==> config.mk <==
export PLATFORM = sky130hd
export DESIGN_NAME = pixel_run_length_decoder_unit
export DESIGN_NICKNAME = d
export VERILOG_FILES = /design/src/hw/rtl/prld_pkg.sv /design/src/hw/rtl/pixel_run_length_decoder_unit.sv
export SDC_FILE = /design/constraint.sdc
export NUM_CORES = 1
export LEC_CHECK = 0
export ABC_AREA = 1
export BUFFER_PORTS_ARGS = -buffer_cell sky130_fd_sc_hd__buf_4
export CAP_MARGIN = 20
export CORE_MARGIN = 1
export CORE_UTILIZATION = 35
export DETAILED_ROUTE_END_ITERATION = 8
export PLACE_DENSITY = 0.56
export SYNTH_ARGS = -nofsm -noshare
export SYNTH_HDL_FRONTEND = slang
export SYNTH_SLANG_ARGS = --single-unit
==> constraint.sdc <==
create_clock -name clock -period 6.6 [get_ports clock]
set_input_delay 1.32 -clock clock [delete_from_list [all_inputs] [get_ports clock]]
set_output_delay 1.32 -clock clock [all_outputs]
set_load 0.02 [all_outputs]
==> src/hw/rtl/prld_pkg.sv <==
// ----------------------------------------------------------------------------
// prld_pkg
// Types and constants of the pixel run-length decoder.
// ----------------------------------------------------------------------------
`default_nettype none

package prld_pkg;

   localparam int BYTE_W   = 8;
   localparam int PIXEL_W  = 32;
   localparam int GATHER_W = 24;
   localparam int COUNT_W  = 7;
   localparam int POS_W    = 2;
   localparam int PBYTES_W = 3;
   localparam int CSR_IDX_W = 1;
   localparam int CSR_DATA_W = 32;

   typedef logic [1:0] phase_type;

   localparam phase_type PH_HEADER  = 2'd0;
   localparam phase_type PH_REPEAT  = 2'd1;
   localparam phase_type PH_LITERAL = 2'd2;
   localparam phase_type PH_DONE    = 2'd3;

   typedef logic [CSR_IDX_W-1:0] csr_index_type;

   localparam csr_index_type CSR_PIXEL_BYTES  = 1'd0;
   localparam csr_index_type CSR_TOTAL_PIXELS = 1'd1;

   localparam logic [PBYTES_W-1:0] PBYTES_RESET = 3'd4;
   localparam logic [PBYTES_W-1:0] PBYTES_THREE = 3'd3;

endpackage

`default_nettype wire

==> src/hw/rtl/pixel_run_length_decoder_unit.sv <==
// ----------------------------------------------------------------------------
// pixel_run_length_decoder_unit
// Decodes a run-length coded pixel body into (pixel, repeat count) runs.
// ----------------------------------------------------------------------------
// One compressed body byte is taken per request, at a sustained rate of one
// byte per clock while the result side is not stalled. A byte is registered
// in the input register, is decoded by a single pass of logic against the
// packet state and lands in the result register, from which a result is
// presented. The result register decouples the sides: the next byte is taken
// while a result waits, and only a full input register behind a stalled, full
// result register holds the input. A header byte carries a repeat flag in
// bit 7 and a count in bits 6..0; pixels are 3 or 4 bytes (csr register 0)
// and runs are clipped to the pixel total (csr register 1). After the result
// marked last, all further bytes are dropped until reset. Configuration must
// be written by the user only while idle; the block does not enforce this.
`default_nettype none

module pixel_run_length_decoder_unit
   import prld_pkg::*;
(
   input  wire logic                    clock,
   input  wire logic                    reset,
   input  wire logic                    req_valid,
   output      logic                    req_stall,
   input  wire logic [BYTE_W-1:0]       req_byte_value,
   output      logic                    rsp_valid,
   input  wire logic                    rsp_stall,
   output      logic [PIXEL_W-1:0]      rsp_pixel_value,
   output      logic [COUNT_W-1:0]      rsp_repeat_count,
   output      logic                    rsp_last_run,
   input  wire logic                    csr_valid,
   output      logic                    csr_ready,
   input  wire csr_index_type           csr_index,
   input  wire logic [CSR_DATA_W-1:0]   csr_data
);

   // configuration
   logic [PBYTES_W-1:0]  pixel_bytes_ff;
   logic [PIXEL_W-1:0]   total_pixels_ff;

   // input register
   logic                 in_valid_ff;
   logic [BYTE_W-1:0]    in_byte_ff;

   // packet state
   phase_type            phase_ff, phase_in;
   logic [COUNT_W-1:0]   run_left_ff, run_left_in;
   logic [POS_W-1:0]     pos_ff, pos_in;
   logic [GATHER_W-1:0]  gather_ff, gather_in;
   logic [PIXEL_W-1:0]   done_ff, done_in;

   // result register
   logic                 out_valid_ff, out_valid_in;
   logic [PIXEL_W-1:0]   out_pixel_ff, out_pixel_in;
   logic [COUNT_W-1:0]   out_count_ff, out_count_in;
   logic                 out_last_ff, out_last_in;

   logic                 advance;
   logic                 accept;

   assign advance   = !out_valid_ff || !rsp_stall;
   assign req_stall = in_valid_ff && !advance;
   assign accept    = req_valid && !req_stall;
   assign csr_ready = 1'b1;

   assign rsp_valid        = out_valid_ff;
   assign rsp_pixel_value  = out_pixel_ff;
   assign rsp_repeat_count = out_count_ff;
   assign rsp_last_run     = out_last_ff;

   always_comb begin
      logic                 blocked;
      logic [PIXEL_W-1:0]   remaining;
      logic [COUNT_W-1:0]   cnt;
      logic                 ps_three;
      logic                 complete;
      logic [PIXEL_W-1:0]   pixel;
      logic [GATHER_W-1:0]  shifted;
      logic [COUNT_W-1:0]   run_dec;
      logic [COUNT_W-1:0]   take;
      logic                 emit;
      logic [COUNT_W-1:0]   emit_count;
      logic                 emit_last;

      blocked   = (phase_ff == PH_DONE) || (done_ff >= total_pixels_ff);
      remaining = total_pixels_ff - done_ff;
      cnt       = in_byte_ff[COUNT_W-1:0];
      ps_three  = (pixel_bytes_ff == PBYTES_THREE);
      complete  = ps_three ? (pos_ff >= 2'd2) : (pos_ff == 2'd3);
      pixel     = ps_three ? {8'h00, gather_ff | {in_byte_ff, 16'h0000}}
                           : {in_byte_ff, gather_ff};
      case (pos_ff)
         2'd0:    shifted = {16'h0000, in_byte_ff};
         2'd1:    shifted = {8'h00, in_byte_ff, 8'h00};
         2'd2:    shifted = {in_byte_ff, 16'h0000};
         default: shifted = '0;
      endcase
      run_dec = run_left_ff - 7'd1;
      take    = ({25'd0, run_left_ff} < remaining) ? run_left_ff
                                                   : remaining[COUNT_W-1:0];

      phase_in    = phase_ff;
      run_left_in = run_left_ff;
      pos_in      = pos_ff;
      gather_in   = gather_ff;
      emit        = 1'b0;
      emit_count  = '0;

      if (!blocked) begin
         unique case (phase_ff) inside
            PH_HEADER: begin
               pos_in    = '0;
               gather_in = '0;
               if (in_byte_ff[BYTE_W-1]) begin
                  run_left_in = cnt;
                  phase_in    = PH_REPEAT;
               end else if (cnt != '0) begin
                  run_left_in = ({25'd0, cnt} < remaining) ? cnt
                                                           : remaining[COUNT_W-1:0];
                  phase_in    = PH_LITERAL;
               end else begin
                  run_left_in = '0;
               end
            end
            PH_REPEAT, PH_LITERAL: begin
               if (complete) begin
                  pos_in    = '0;
                  gather_in = '0;
                  if (phase_ff == PH_REPEAT) begin
                     run_left_in = '0;
                     phase_in    = PH_HEADER;
                     emit        = (take != '0);
                     emit_count  = take;
                  end else begin
                     run_left_in = run_dec;
                     if (run_dec == '0) begin
                        phase_in = PH_HEADER;
                     end
                     emit       = 1'b1;
                     emit_count = 7'd1;
                  end
               end else begin
                  gather_in = gather_ff | shifted;
                  pos_in    = pos_ff + 2'd1;
               end
            end
            default: begin
               phase_in = phase_ff;
            end
         endcase
      end

      // count never exceeds what is left, so equality marks the last run
      emit_last = ({25'd0, emit_count} == remaining);
      done_in   = emit ? done_ff + {25'd0, emit_count} : done_ff;
      if (emit && emit_last) begin
         phase_in = PH_DONE;
      end

      out_valid_in = in_valid_ff && emit;
      out_pixel_in = pixel;
      out_count_in = emit_count;
      out_last_in  = emit_last;
   end

   always_ff @(posedge clock) begin
      if (reset) begin
         pixel_bytes_ff  <= PBYTES_RESET;
         total_pixels_ff <= '0;
      end else if (csr_valid && csr_ready) begin
         case (csr_index)
            CSR_PIXEL_BYTES:  pixel_bytes_ff  <= csr_data[PBYTES_W-1:0];
            CSR_TOTAL_PIXELS: total_pixels_ff <= csr_data;
            default:          pixel_bytes_ff  <= pixel_bytes_ff;
         endcase
      end
   end

   always_ff @(posedge clock) begin
      if (reset) begin
         in_valid_ff <= 1'b0;
      end else if (accept) begin
         in_valid_ff <= 1'b1;
      end else if (advance) begin
         in_valid_ff <= 1'b0;
      end
   end

   always_ff @(posedge clock) begin
      if (accept) begin
         in_byte_ff <= req_byte_value;
      end
   end

   always_ff @(posedge clock) begin
      if (reset) begin
         phase_ff    <= PH_HEADER;
         run_left_ff <= '0;
         pos_ff      <= '0;
         gather_ff   <= '0;
         done_ff     <= '0;
      end else if (advance && in_valid_ff) begin
         phase_ff    <= phase_in;
         run_left_ff <= run_left_in;
         pos_ff      <= pos_in;
         gather_ff   <= gather_in;
         done_ff     <= done_in;
      end
   end

   always_ff @(posedge clock) begin
      if (reset) begin
         out_valid_ff <= 1'b0;
      end else if (advance) begin
         out_valid_ff <= out_valid_in;
      end
   end

   always_ff @(posedge clock) begin
      if (advance && out_valid_in) begin
         out_pixel_ff <= out_pixel_in;
         out_count_ff <= out_count_in;
         out_last_ff  <= out_last_in;
      end
   end

endmodule

`default_nettype wire

[Word-level counts from Yosys, hierarchy flattened]
Cells that the tools add are included.
Word-level totals
  bits in registers: 152
  latch bits: 0
  memory bits (writable): 0
  memory bits (read-only): 0
  input bits: 46
  output and inout bits: 43
  logic and storage cells: 98
  memories kept: 0
Cells by class
  add/sub/neg operators: 4
  multiply operators: 0
  div/mod/pow operators: 0
  $lt $le $gt $ge: 4
  equality and inequality tests: 13
  shifts and indexed selects: 0
  muxes and demuxes: 32
  bitwise gates (word level): 4
  reduce and logical (&&, ||, !) cells: 27
Operators by type and width (count)
  $pmux W24 S3: 1
  $mux W7: 10
  $lt A7 B32 Y1: 2
  $mux W24: 2
  $or A24 B24 Y24: 2
  $pmux W24 S2: 1
  $add A32 B7 Y32: 1
  $eq A7 B32 Y1: 1
  $ge A32 B32 Y1: 1
  $sub A32 B32 Y32: 1
  $mux W2: 8
  $pmux W7 S2: 1
  $reduce_bool A7 Y1: 2
  $eq A2 B2 Y1 const B: 4
  $pmux W2 S2: 2
  $logic_not A7 Y1: 1
  $mux W1: 7
  $sub A7 B1 Y7 const B: 1
  $logic_and A1 B1 Y1: 6
  $reduce_and A2 Y1: 3
  $reduce_and A6 Y1: 1
  $eq A2 B1 Y1 const B: 2
  $logic_not A1 Y1: 4
  $logic_not A2 Y1: 2
  other kinds (15): 18

[Logic depth before layout (Yosys ltp)]
Gate-level depths: netlist of the first run.
  word-level depth: 11
  depth in mapped cells: 35
  gate-level depth less buffers: 34

[Worst setup path before layout of the first run]
Ideal clock, no wire load.
  path kind: register to register
  start point: reg done_ff[0]
  end point: reg done_ff[22]
  library setup time: 117 ps
  data arrival time: 4833 ps
  required time: 6483 ps
  setup slack: 1650 ps
  cell stages (with the launch flop): 32
  buffers on the path: 1
  period minus slack after synthesis: 4950 ps
  cells stage by stage: dfxtp_1 ha_1 inv_1 fa_1 nand3_1 nand3_1 xor2_1 inv_1 ha_1 nand2_1 nand2_1 nand2_1 nand2_1 a21oi_1 nor2_2 nand3_2 buf_6 nand2_1 nand3_2 nand2_1 inv_1 ha_1 inv_1 fa_1 o221ai_1 a21oi_1 nor3_1 nand2_1 nor4_1 nand3_1 o21ai_0 nor2_1
On the way
  elaborated cells on any way between the ends: 16
  classes of those cells: 2 x add/sub; 2 x order compare; 9 x mux; 3 x reduce/logical
RTL lines
  from (decl): line pixel_run_length_decoder_unit.sv:50  | logic [PIXEL_W-1:0] done_ff, done_in;
  from (signal assigned): line pixel_run_length_decoder_unit.sv:207  | done_ff <= done_in;
  $sub A32 B32 Y32: line pixel_run_length_decoder_unit.sv:86  | remaining = total_pixels_ff - done_ff;
  $lt A7 B32 Y1: line pixel_run_length_decoder_unit.sv:99  | take = ({25'd0, run_left_ff} < remaining) ? run_left_ff
  $mux W7: line pixel_run_length_decoder_unit.sv:99
  $mux W7: line pixel_run_length_decoder_unit.sv:129  | if (phase_ff == PH_REPEAT) begin
  $mux W7: line pixel_run_length_decoder_unit.sv:126  | if (complete) begin
  $mux W7: line pixel_run_length_decoder_unit.sv:110  | unique case (phase_ff) inside
  $mux W7 *: line pixel_run_length_decoder_unit.sv:109  | if (!blocked) begin
  net out_count_in[0]: line pixel_run_length_decoder_unit.sv:55  | logic [COUNT_W-1:0] out_count_ff, out_count_in;
  $add A32 B7 Y32 *: line pixel_run_length_decoder_unit.sv:155  | done_in = emit ? done_ff + {25'd0, emit_count} : done_ff;
Mark *: on every way through the listed nets, which the timed path passes. The rest lies on a longest branch.
A chain may end at the register's enable or synchronous reset.

[Final worst setup path of the first run]
  start point: reg done_ff[0]
  end point: reg done_ff[30]
Same word-level chain as after synthesis.

==> impl_results.md, run 1 <==
* Starting Density at 35.9%
* Setup TNS at 0 ns
* Most common cell in the netlist: nand2_1
* Core box area at 28100 um2
* DPL Wire Length at 25100 um
* Final non-filler cell total at 1989
* Delay-heaviest family, CP: simple AND/OR/NAND/NOR gates
* CTS buffer count at 17
* CTS tree: done
* Max-slew headroom at 38.9%
* Clk slew on worst S/H paths at 0.07 ns
* Top post-synthesis cells by area: dfxtp_1, nand2_1, edfxtp_1, inv_1, nor2_1
* Clock Path Buffers at 2
* Minimum clock period at 5.81 ns
* # setup viols final at 0
* Unrepaired setup endpoints after global routing: false
* Slowest CP cell: nor3_1
* Crit-path max cell delay at 0.44 ns
* Residual DRC count at 0
* Root Buffer: clkbuf_16
* Synth area leader: dfxtp_1
* Fin nets at 1708
* Buf/Inv on CP at 4
* IO buf count at 87
* Final instance area at 11700 um2
* # IOs at 89
* Post-Place Cells at 1956
* Global-route wire length before repair at 48900 um
* Final wirelength at 31800 um
* Place WS at 0.754 ns
* Setup Skew at 0.0121 ns
* VDD IR-drop max at 0.000172 V
* Max cap viols at 0
* #FFs+latches synth at 152
* Final ANT Viol Nets at 0
* Dpl cell area at 11100 um2
* Synth Flop Type: dfxtp_1
* Grt total ovfl at 0
* Die Area at 29500 um2
* Syn Nets at 1626
* Row Count at 61
* GRT Total Usage at 22.2%
* Final Max Tran Viols at 0
* P per Cell Area at 230 nW/um2
* Die Width at 172 um
* Outcome: complete, no violations
* Setup crit start kind: register
* Synth cell count leaders: nand2_1, inv_1, nor2_1, dfxtp_1, a21oi_1
* Fin worst setup slack at 0.794 ns
* Hold Crit Class: reg -> reg
* Final hold vios at 0
* Fillers at 2996
* Post-synthesis cell type count at 50
* Largest net degree at the start of global routing at 66
* Area Growth Syn to Fin at 15.9%
* Async S/R FF share, synth at 0%
* # H-tree levels at 4
* Required @ worst endpoint at 6.97 ns
* CTS Hold Bufs at 0
* Postcts setup bufs at 0
* Max Fanout on Critical Path at 12
* Cells resized by post-CTS repair at 0
* Die height at 172 um
* Worst hold margin at 0.431 ns
* Initial antenna violation count at 0
* LEAKAGE at 5.72 nW
* Most Frequent Cell on Critical Path: nand2_1
* Worst-Skew Late Latency at 0.44 ns
* WL/cell at 16.0 um
* Crit Path Category: reg -> reg
* Clock sink total at 152
* Area share of the largest cell type after synthesis at 20.6%
* Warnings, synthesis at 0
* Final period util at 88.0%
* Slew @ Worst Pin at 0.913 ns
* CP endpoint kind: register
* Vias in the first global route at 9035
* Inserted Diodes at 0
* Pre-antenna DRT Iters at 5
* Iter 0 DRT Violations at 788
* Sequential area share after synthesis at 34.9%
* Gpl congestion at 0.942
* Layout cells sized above 1 at 9.50%
* Vias per cell at 4.89
* Via count at 9734
* Crit path DAT at 6.17 ns
* Synth Instances at 1516
* Syn_area_per_cell at 6.65 um2
* Synthesized cell area at 10100 um2
* EDFF count, synth at 48
* Fmax at 172 MHz
==> logic make-up (layout without fill, tap and decap cells) <==
kind of cell / after synthesis / in the layout / synth area share [%]
other: 1 / 1 / 0.0372
adder cells (fa/ha/maj): 64 / 64 / 8.09
flip-flops: 152 / 152 / 34.9
AO/OA/AOI/OAI: 194 / 194 / 10.6
buffers and inverters: 283 / 378 / 10.9
AND/OR/NAND/NOR: 792 / 792 / 32.8
XOR/XNOR: 30 / 30 / 2.60
==> worst paths after layout <==
kind	from	to	slack [ns]	cells after the start
worst max-delay path	done_ff[0]	done_ff[30]	0.79	30
worst min register to register	gather_ff[12]	rsp_pixel_value[12]	0.43	0
worst min-delay path	gather_ff[12]	rsp_pixel_value[12]	0.43	0
worst max register to register	done_ff[0]	done_ff[30]	0.79	30
==> state kept, by name, indices dropped and copies added, names as in the netlist <==
name and cells:
in_byte_ff 8, pos_ff 2, rsp_pixel_value 32, total_pixels_ff 32, rsp_repeat_count 7, pixel_bytes_ff 3, rsp_valid 1, phase_ff 2
run_left_ff 7, gather_ff 24, rsp_last_run 1, in_valid_ff 1, done_ff 32
==> cell type report <==
cell class	count	area (um2)	area share (%)
inverter	255	960	8.21
timing repair buffer	91	703	6.02
tap	378	473	4.05
clock buffer	17	425	3.64
sequential	152	3520	30.1
clock inverter	15	134	1.15
multi-input combinational	1081	5470	46.8
==> placed cells by master, fill, tap and decap left out, types with 3 or more instances in the layout <==
| cell type | synthesis | routed |
|---|---|---|
| buf_4 | 1 | 90 |
| ha_1 | 62 | 62 |
| o22ai_1 | 4 | 4 |
| o211ai_1 | 7 | 7 |
| clkbuf_16 | 0 | 17 |
| nand4_1 | 40 | 40 |
| and2_1 | 4 | 4 |
| xor2_1 | 28 | 28 |
| a21oi_1 | 89 | 89 |
| nor4_1 | 9 | 8 |
| a31oi_1 | 3 | 3 |
| nand3_2 | 5 | 5 |
| nand2_1 | 420 | 420 |
| inv_2 | 6 | 6 |
| inv_1 | 247 | 247 |
| dfxtp_1 | 104 | 104 |
| nand2_2 | 4 | 4 |
| nor2_1 | 214 | 214 |
| inv_8 | 0 | 6 |
| nand3_1 | 61 | 61 |
| nor2_2 | 5 | 5 |
| inv_6 | 0 | 4 |
| a221oi_1 | 6 | 6 |
| nor3_1 | 21 | 21 |
| edfxtp_1 | 48 | 48 |
| o21ai_0 | 67 | 67 |
| o21ai_1 | 4 | 4 |
==> per-stage QoR <==
step	util, %	power [mW]
finish	41.6	2.69
global route	41.6	2.85
CTS	41.5	2.71
detailed placement	39.5	1.74
global placement	39.5	1.74
floorplan	-	1.55
==> routing by layer <==
layer	vias to the layer above	wire (um)	GRT usage (%)
met2	286	15400	39.4
met1	4373	14100	26.8
li1	5019	-	-
met3	56	1360	3.43
met5	-	0	0
met4	0	935	8.70
==> power by group <==
part           internal (mW)  switching, mW  leakage [nW]
registers              0.995         0.0322          1.31
clock network          0.499          0.461         0.282
logic                  0.235          0.471          4.13
total                   1.73          0.964          5.72
No activity file was read; power rests on OpenSTA's default activity.
==> inputs of run 2 (changes only) <==
--- a/config.mk
+++ b/config.mk
@@ -12,6 +12,7 @@
 export CORE_UTILIZATION = 35
 export DETAILED_ROUTE_END_ITERATION = 8
 export PLACE_DENSITY = 0.56
+export RECOVER_POWER = 100
 export SYNTH_ARGS = -nofsm -noshare
 export SYNTH_HDL_FRONTEND = slang
 export SYNTH_SLANG_ARGS = --single-unit
==> impl_results.md, run 2 (synthesized netlist as in run 1, its figures left out) <==
* Outcome: complete, but fails checks
* Failing checks: max-capacitance violations, max-slew violations
* Worst reg2reg startpoint: done_ff[0]
* FF-to-FF path depth at 30 (unchanged)
* IO buf count at 87 (unchanged)
* P per Cell Area at 234 nW/um2 (+1.6%)
* Die Area at 29500 um2 (unchanged)
* Iter 0 DRT Violations at 818 (+3.8%)
* # setup viols final at 0 (unchanged)
* WL/cell at 16.1 um (+0.45%)
* Max-slew headroom at -55.8% (-95 points)
* Commonest non-fill, non-tap cells in the layout: nand2_1, inv_1, nor2_1
* Global-route wire length before repair at 48900 um (unchanged)
* Max Fanout on Critical Path at 12 (unchanged)
* Vias in the first global route at 9035 (unchanged)
* Residual DRC count at 0 (unchanged)
* Layout cells sized above 1 at 6.46% (-3.0 points)
* Minimum clock period at 5.85 ns (+0.0475 ns)
* Final ANT Viol Nets at 0 (unchanged)
* Final Max Tran Viols at 82 (+82)
* Setup crit start kind: register
* Slowest CP cell: nor3_1
* # IOs at 89 (unchanged)
* Root Buffer: clkbuf_16
* Most Frequent Cell on Critical Path: nand2_1
* CTS tree: done
* Area Growth Syn to Fin at 13.9%
* Via count at 9764 (+0.31%)
* CTS Hold Bufs at 0 (unchanged)
* Pre-antenna DRT Iters at 6 (+1)
* LEAKAGE at 5.55 nW (-2.9%)
* Hold Crit Depth at 0 (unchanged)
* Worst hold margin at 0.431 ns (+0.000299 ns)
* Gpl congestion at 0.942 (unchanged)
* Fmax at 171 MHz (-0.81%)
* Initial antenna violation count at 0 (unchanged)
* Clk slew on worst S/H paths at 0.08 ns (about the same)
* Min-delay src: gather_ff[8]
* Setup Skew at 0.0132 ns (+0.00105 ns)
* Fillers at 3045 (+1.6%)
* Die Width at 172 um (unchanged)
* Crit-path max cell delay at 0.44 ns (about the same)
* Clock sink total at 152 (unchanged)
* Required @ worst endpoint at 6.95 ns (-0.02 ns)
* Starting Density at 35.9% (unchanged)
* Hold Crit Class: reg -> reg
* FF-to-FF setup slack at 0.75 ns (-0.05 ns)
* Clock Path Buffers at 2 (unchanged)
* Worst-Skew Late Latency at 0.45 ns (about the same)
* FF-to-FF End: done_ff[30]
* CTS buffer count at 17 (unchanged)
* # H-tree levels at 4 (unchanged)
* Worst Hold End: rsp_pixel_value[8]
* Fin nets at 1708 (unchanged)
* GRT Total Usage at 22.2% (unchanged)
* Crit Path Category: reg -> reg
* DPL Wire Length at 25100 um (unchanged)
* Crit path DAT at 6.20 ns (+0.03 ns)
* Core box area at 28100 um2 (unchanged)
* Inserted Diodes at 0 (unchanged)
* Setup TNS at 0 ns (unchanged)
* Die height at 172 um (unchanged)
* Slew @ Worst Pin at 2.34 ns (+1.42 ns)
* Commonest non-fill, non-tap cell in the layout: nand2_1
* Final wirelength at 31900 um (+0.45%)
* Largest net degree at the start of global routing at 66 (unchanged)
* CP endpoint kind: register
* Unrepaired setup endpoints after global routing: false
* Max cap viols at 2 (+2)
* Final period util at 88.7% (+0.72 points)
* Grt total ovfl at 0 (unchanged)
* Row Count at 61 (unchanged)
* Final hold vios at 0 (unchanged)
* VDD IR-drop max at 0.000172 V (+0.21%)
* Vias per cell at 4.91 (+0.31%)
## run 2: through the flow
step | setup WS, ns | total power, mW | util [%] | instance area [um2] | std cells
finish | 0.746 | 2.69 | 40.9 | 11500 | 1989
global route | 0.0687 | 2.85 | 40.9 | 11500 | 1989
CTS | 0.710 | 2.71 | 41.5 | 11700 | 1988
detailed placement | 0.754 | 1.74 | 39.5 | 11100 | 1956
global placement | 0.845 | 1.74 | 39.5 | 11100 | 1956
floorplan | 1.65 | 1.55 | - | 10100 | 1516
## run 2: worst max-delay path by stage
| stage | startpoint | end | slack [ns] |
|---|---|---|---|
| floorplan | done_ff[0] | done_ff[22] | 1.65 |
| global placement | done_ff[4] | done_ff[22] | 0.85 |
| detailed placement | done_ff[2] | done_ff[22] | 0.75 |
| CTS | done_ff[2] | done_ff[22] | 0.71 |
| global route | total_pixels_ff[0] | done_ff[30] | 0.07 |
| finish | done_ff[0] | done_ff[30] | 0.75 |
## run 2: report_power, final
part	internal [mW]	leakage, nW	switching (mW)
Combinational	0.235	3.96	0.468
Clock	0.499	0.282	0.463
Sequential	0.995	1.31	0.0323
Total	1.73	5.55	0.963
## run 2: what timing repair did
item,4_1_cts,5_1_grt
endpoints found under the setup margin,0,1
resized for setup,0,1
buffers inserted,0,0
## run 2: area by class of cell
cell class                 instances  area, um2  area share [%]
multi-input combinational       1081       5440            47.4
inverter                         255        957            8.33
clock buffer                      17        425            3.70
timing repair buffer              91        538            4.68
clock inverter                    15        134            1.16
sequential                       152       3520            30.7
tap                              378        473            4.11
## run 2: layer usage
layer | routed length (um) | up-vias | GRT usage [%]
met1 | 14100 | 4414 | 26.8
met2 | 15500 | 280 | 39.4
met3 | 1420 | 52 | 3.43
met4 | 870 | 0 | 8.70
met5 | 0 | - | 0
li1 | - | 5018 | -
## run 2: critical path, delay by kind of cell (launching register included)
family                   cells  cell delay [ns]
AO/OA/AOI/OAI                4             0.74
XOR/XNOR                     2             0.54
adder cells (fa/ha/maj)      5             1.52
buffers and inverters        4             0.41
flip-flops                   1             0.38
AND/OR/NAND/NOR             15             2.17
==> inputs of run 3 (changes only) <==
==> constraint.sdc (replaced) <==
create_clock -name clock -period 7 [get_ports clock]
set_input_delay 1.4 -clock clock [delete_from_list [all_inputs] [get_ports clock]]
set_output_delay 1.4 -clock clock [all_outputs]
set_load 0.02 [all_outputs]
==> impl_results.md, run 3 (synthesized netlist as in run 1, its figures left out) <==
* Final Max Tran Viols at 81 (-1.2%)
* Most Frequent Cell on Critical Path: nand2_1
* Max-slew headroom at -59.7% (-4.0 points)
* Pre-antenna DRT Iters at 7 (+1)
* Cells resized by post-CTS repair at 0 (unchanged)
* VDD IR-drop max at 0.000162 V (-6.3%)
* Initial antenna violation count at 0 (unchanged)
* Die Width at 172 um (unchanged)
* Crit-path max cell delay at 0.98 ns (+0.54 ns)
* Grt total ovfl at 0 (unchanged)
* Commonest non-fill, non-tap cell in the layout: nand2_1
* GRT Total Usage at 22.0% (-0.21 points)
* Postcts setup bufs at 0 (unchanged)
* Commonest non-fill, non-tap cells in the layout: nand2_1, inv_1, nor2_1
* CTS tree: done
* Clk slew on worst S/H paths at 0.08 ns (about the same)
* Setup TNS at 0 ns (unchanged)
* Clock Path Buffers at 2 (unchanged)
* Layout cells sized above 1 at 6.39% (-0.062 points)
* Multi-input logic area at 5440 um2 (about the same)
* Reg area at 3520 um2 (unchanged)
* Final period util at 88.0% (-0.72 points)
* Final ANT Viol Nets at 0 (unchanged)
* Worst-Skew Late Latency at 0.44 ns (about the same)
* IO buf count at 87 (unchanged)
* Unrepaired setup endpoints after global routing: false
* Vias in the first global route at 8997 (-0.42%)
* Gpl congestion at 0.942 (about the same)
* Setup crit start kind: register
* Max Fanout on Critical Path at 65 (+53)
* Slew @ Worst Pin at 2.40 ns (+0.0594 ns)
* P per Cell Area at 221 nW/um2 (-5.7%)
* Iter 0 DRT Violations at 637 (-22%)
* Core box area at 28100 um2 (unchanged)
* Crit path DAT at 6.52 ns (+0.32 ns)
* Fin nets at 1708 (unchanged)
* Final wirelength at 32000 um (+0.28%)
* Root Buffer: clkbuf_16
* Setup Skew at 0.0127 ns (-0.000438 ns)
* Global-route wire length before repair at 48800 um (-0.27%)
* Minimum clock period at 6.16 ns (+0.304 ns)
* Vias per cell at 4.90 (-0.14%)
* DPL Wire Length at 25100 um (+0.26%)
* Clock sink total at 152 (unchanged)
* Row Count at 61 (unchanged)
* CTS buffer count at 17 (unchanged)
* Fillers at 3080 (+1.1%)
* CP endpoint kind: register
* Inserted Diodes at 0 (unchanged)
* Residual DRC count at 0 (unchanged)
* Crit Path Category: reg -> reg
* Max cap viols at 2 (unchanged)
* Final hold vios at 0 (unchanged)
* Die Area at 29500 um2 (unchanged)
* # H-tree levels at 4 (unchanged)
* Delay-heaviest family, CP: simple AND/OR/NAND/NOR gates
* Hold Crit Class: reg -> reg
* LEAKAGE at 5.54 nW (-0.31%)
* Largest net degree at the start of global routing at 66 (unchanged)
* Starting Density at 35.9% (unchanged)
* Required @ worst endpoint at 7.37 ns (+0.42 ns)
* Failing checks: max-capacitance violations, max-slew violations
* CTS Hold Bufs at 0 (unchanged)
* Die height at 172 um (unchanged)
* # setup viols final at 0 (unchanged)
* Via count at 9750 (-0.14%)
* # IOs at 89 (unchanged)
* WL/cell at 16.1 um (+0.28%)
* Slowest CP cell: inv_4
* Fmax at 162 MHz (-4.9%)
* Tot Pwr at 2.54 mW (-5.8%)
* Area Growth Syn to Fin at 13.9% (about the same)
* Buf/Inv on CP at 3 (-1)
* Outcome: complete, but fails checks
run 3: cell count changes in the layout (fill, tap and decap cells not counted), sizes merged:
cell,change
clkinv,+1
inv,-1
run 3: worst reg2reg max path, delay by kind of cell (launching register included):
family / cells / cell delay [ns]
AND/OR/NAND/NOR: 16 / 2.77
buffers and inverters: 3 / 1.22
adder cells (fa/ha/maj): 3 / 0.93
AO/OA/AOI/OAI: 3 / 0.42
flip-flops: 1 / 0.39
XOR/XNOR: 1 / 0.35
run 3: path summary, 6_finish.rpt:
check,from,endpoint,slack (ns),cells past startpoint
setup / recovery,done_ff[0],done_ff[9],0.84,26
hold / removal,gather_ff[12],rsp_pixel_value[12],0.43,0
setup reg to reg,done_ff[0],done_ff[9],0.84,26
hold reg to reg,gather_ff[12],rsp_pixel_value[12],0.43,0
run 3: power by group:
part / internal, mW / total, mW / switching [mW]
registers: 0.938 / 0.968 / 0.0304
clock network: 0.469 / 0.904 / 0.435
logic: 0.222 / 0.665 / 0.443
run 3: per-layer routing:
metal,track usage [%],share of wire [%]
met3,3.47,4.8
met5,0,0
met4,7.58,2.4
met2,39.2,49
met1,26.7,44
run 3: area by class of cell:
type | instances | area share [%]
inverters | 255 | 8.35
flip-flops and latches | 152 | 30.7
multi-input cells | 1081 | 47.3
clock inverters | 15 | 1.16
clock buffers | 17 | 3.70
well taps | 378 | 4.12
repair buffers | 91 | 4.68
run 3: metrics by stage:
step,util [%],hold slack [ns],instance area (um2),std cells,setup slack (ns)
3_5_place_dp,39.5,0.415,11100,1956,1.13
2_1_floorplan,-,0.409,10100,1516,2.05
6_report,40.9,0.429,11500,1989,0.842
4_1_cts,41.5,0.431,11700,1988,1.11
3_3_place_gp,39.5,0.414,11100,1956,1.24
5_1_grt,40.9,0.437,11500,1989,0.233
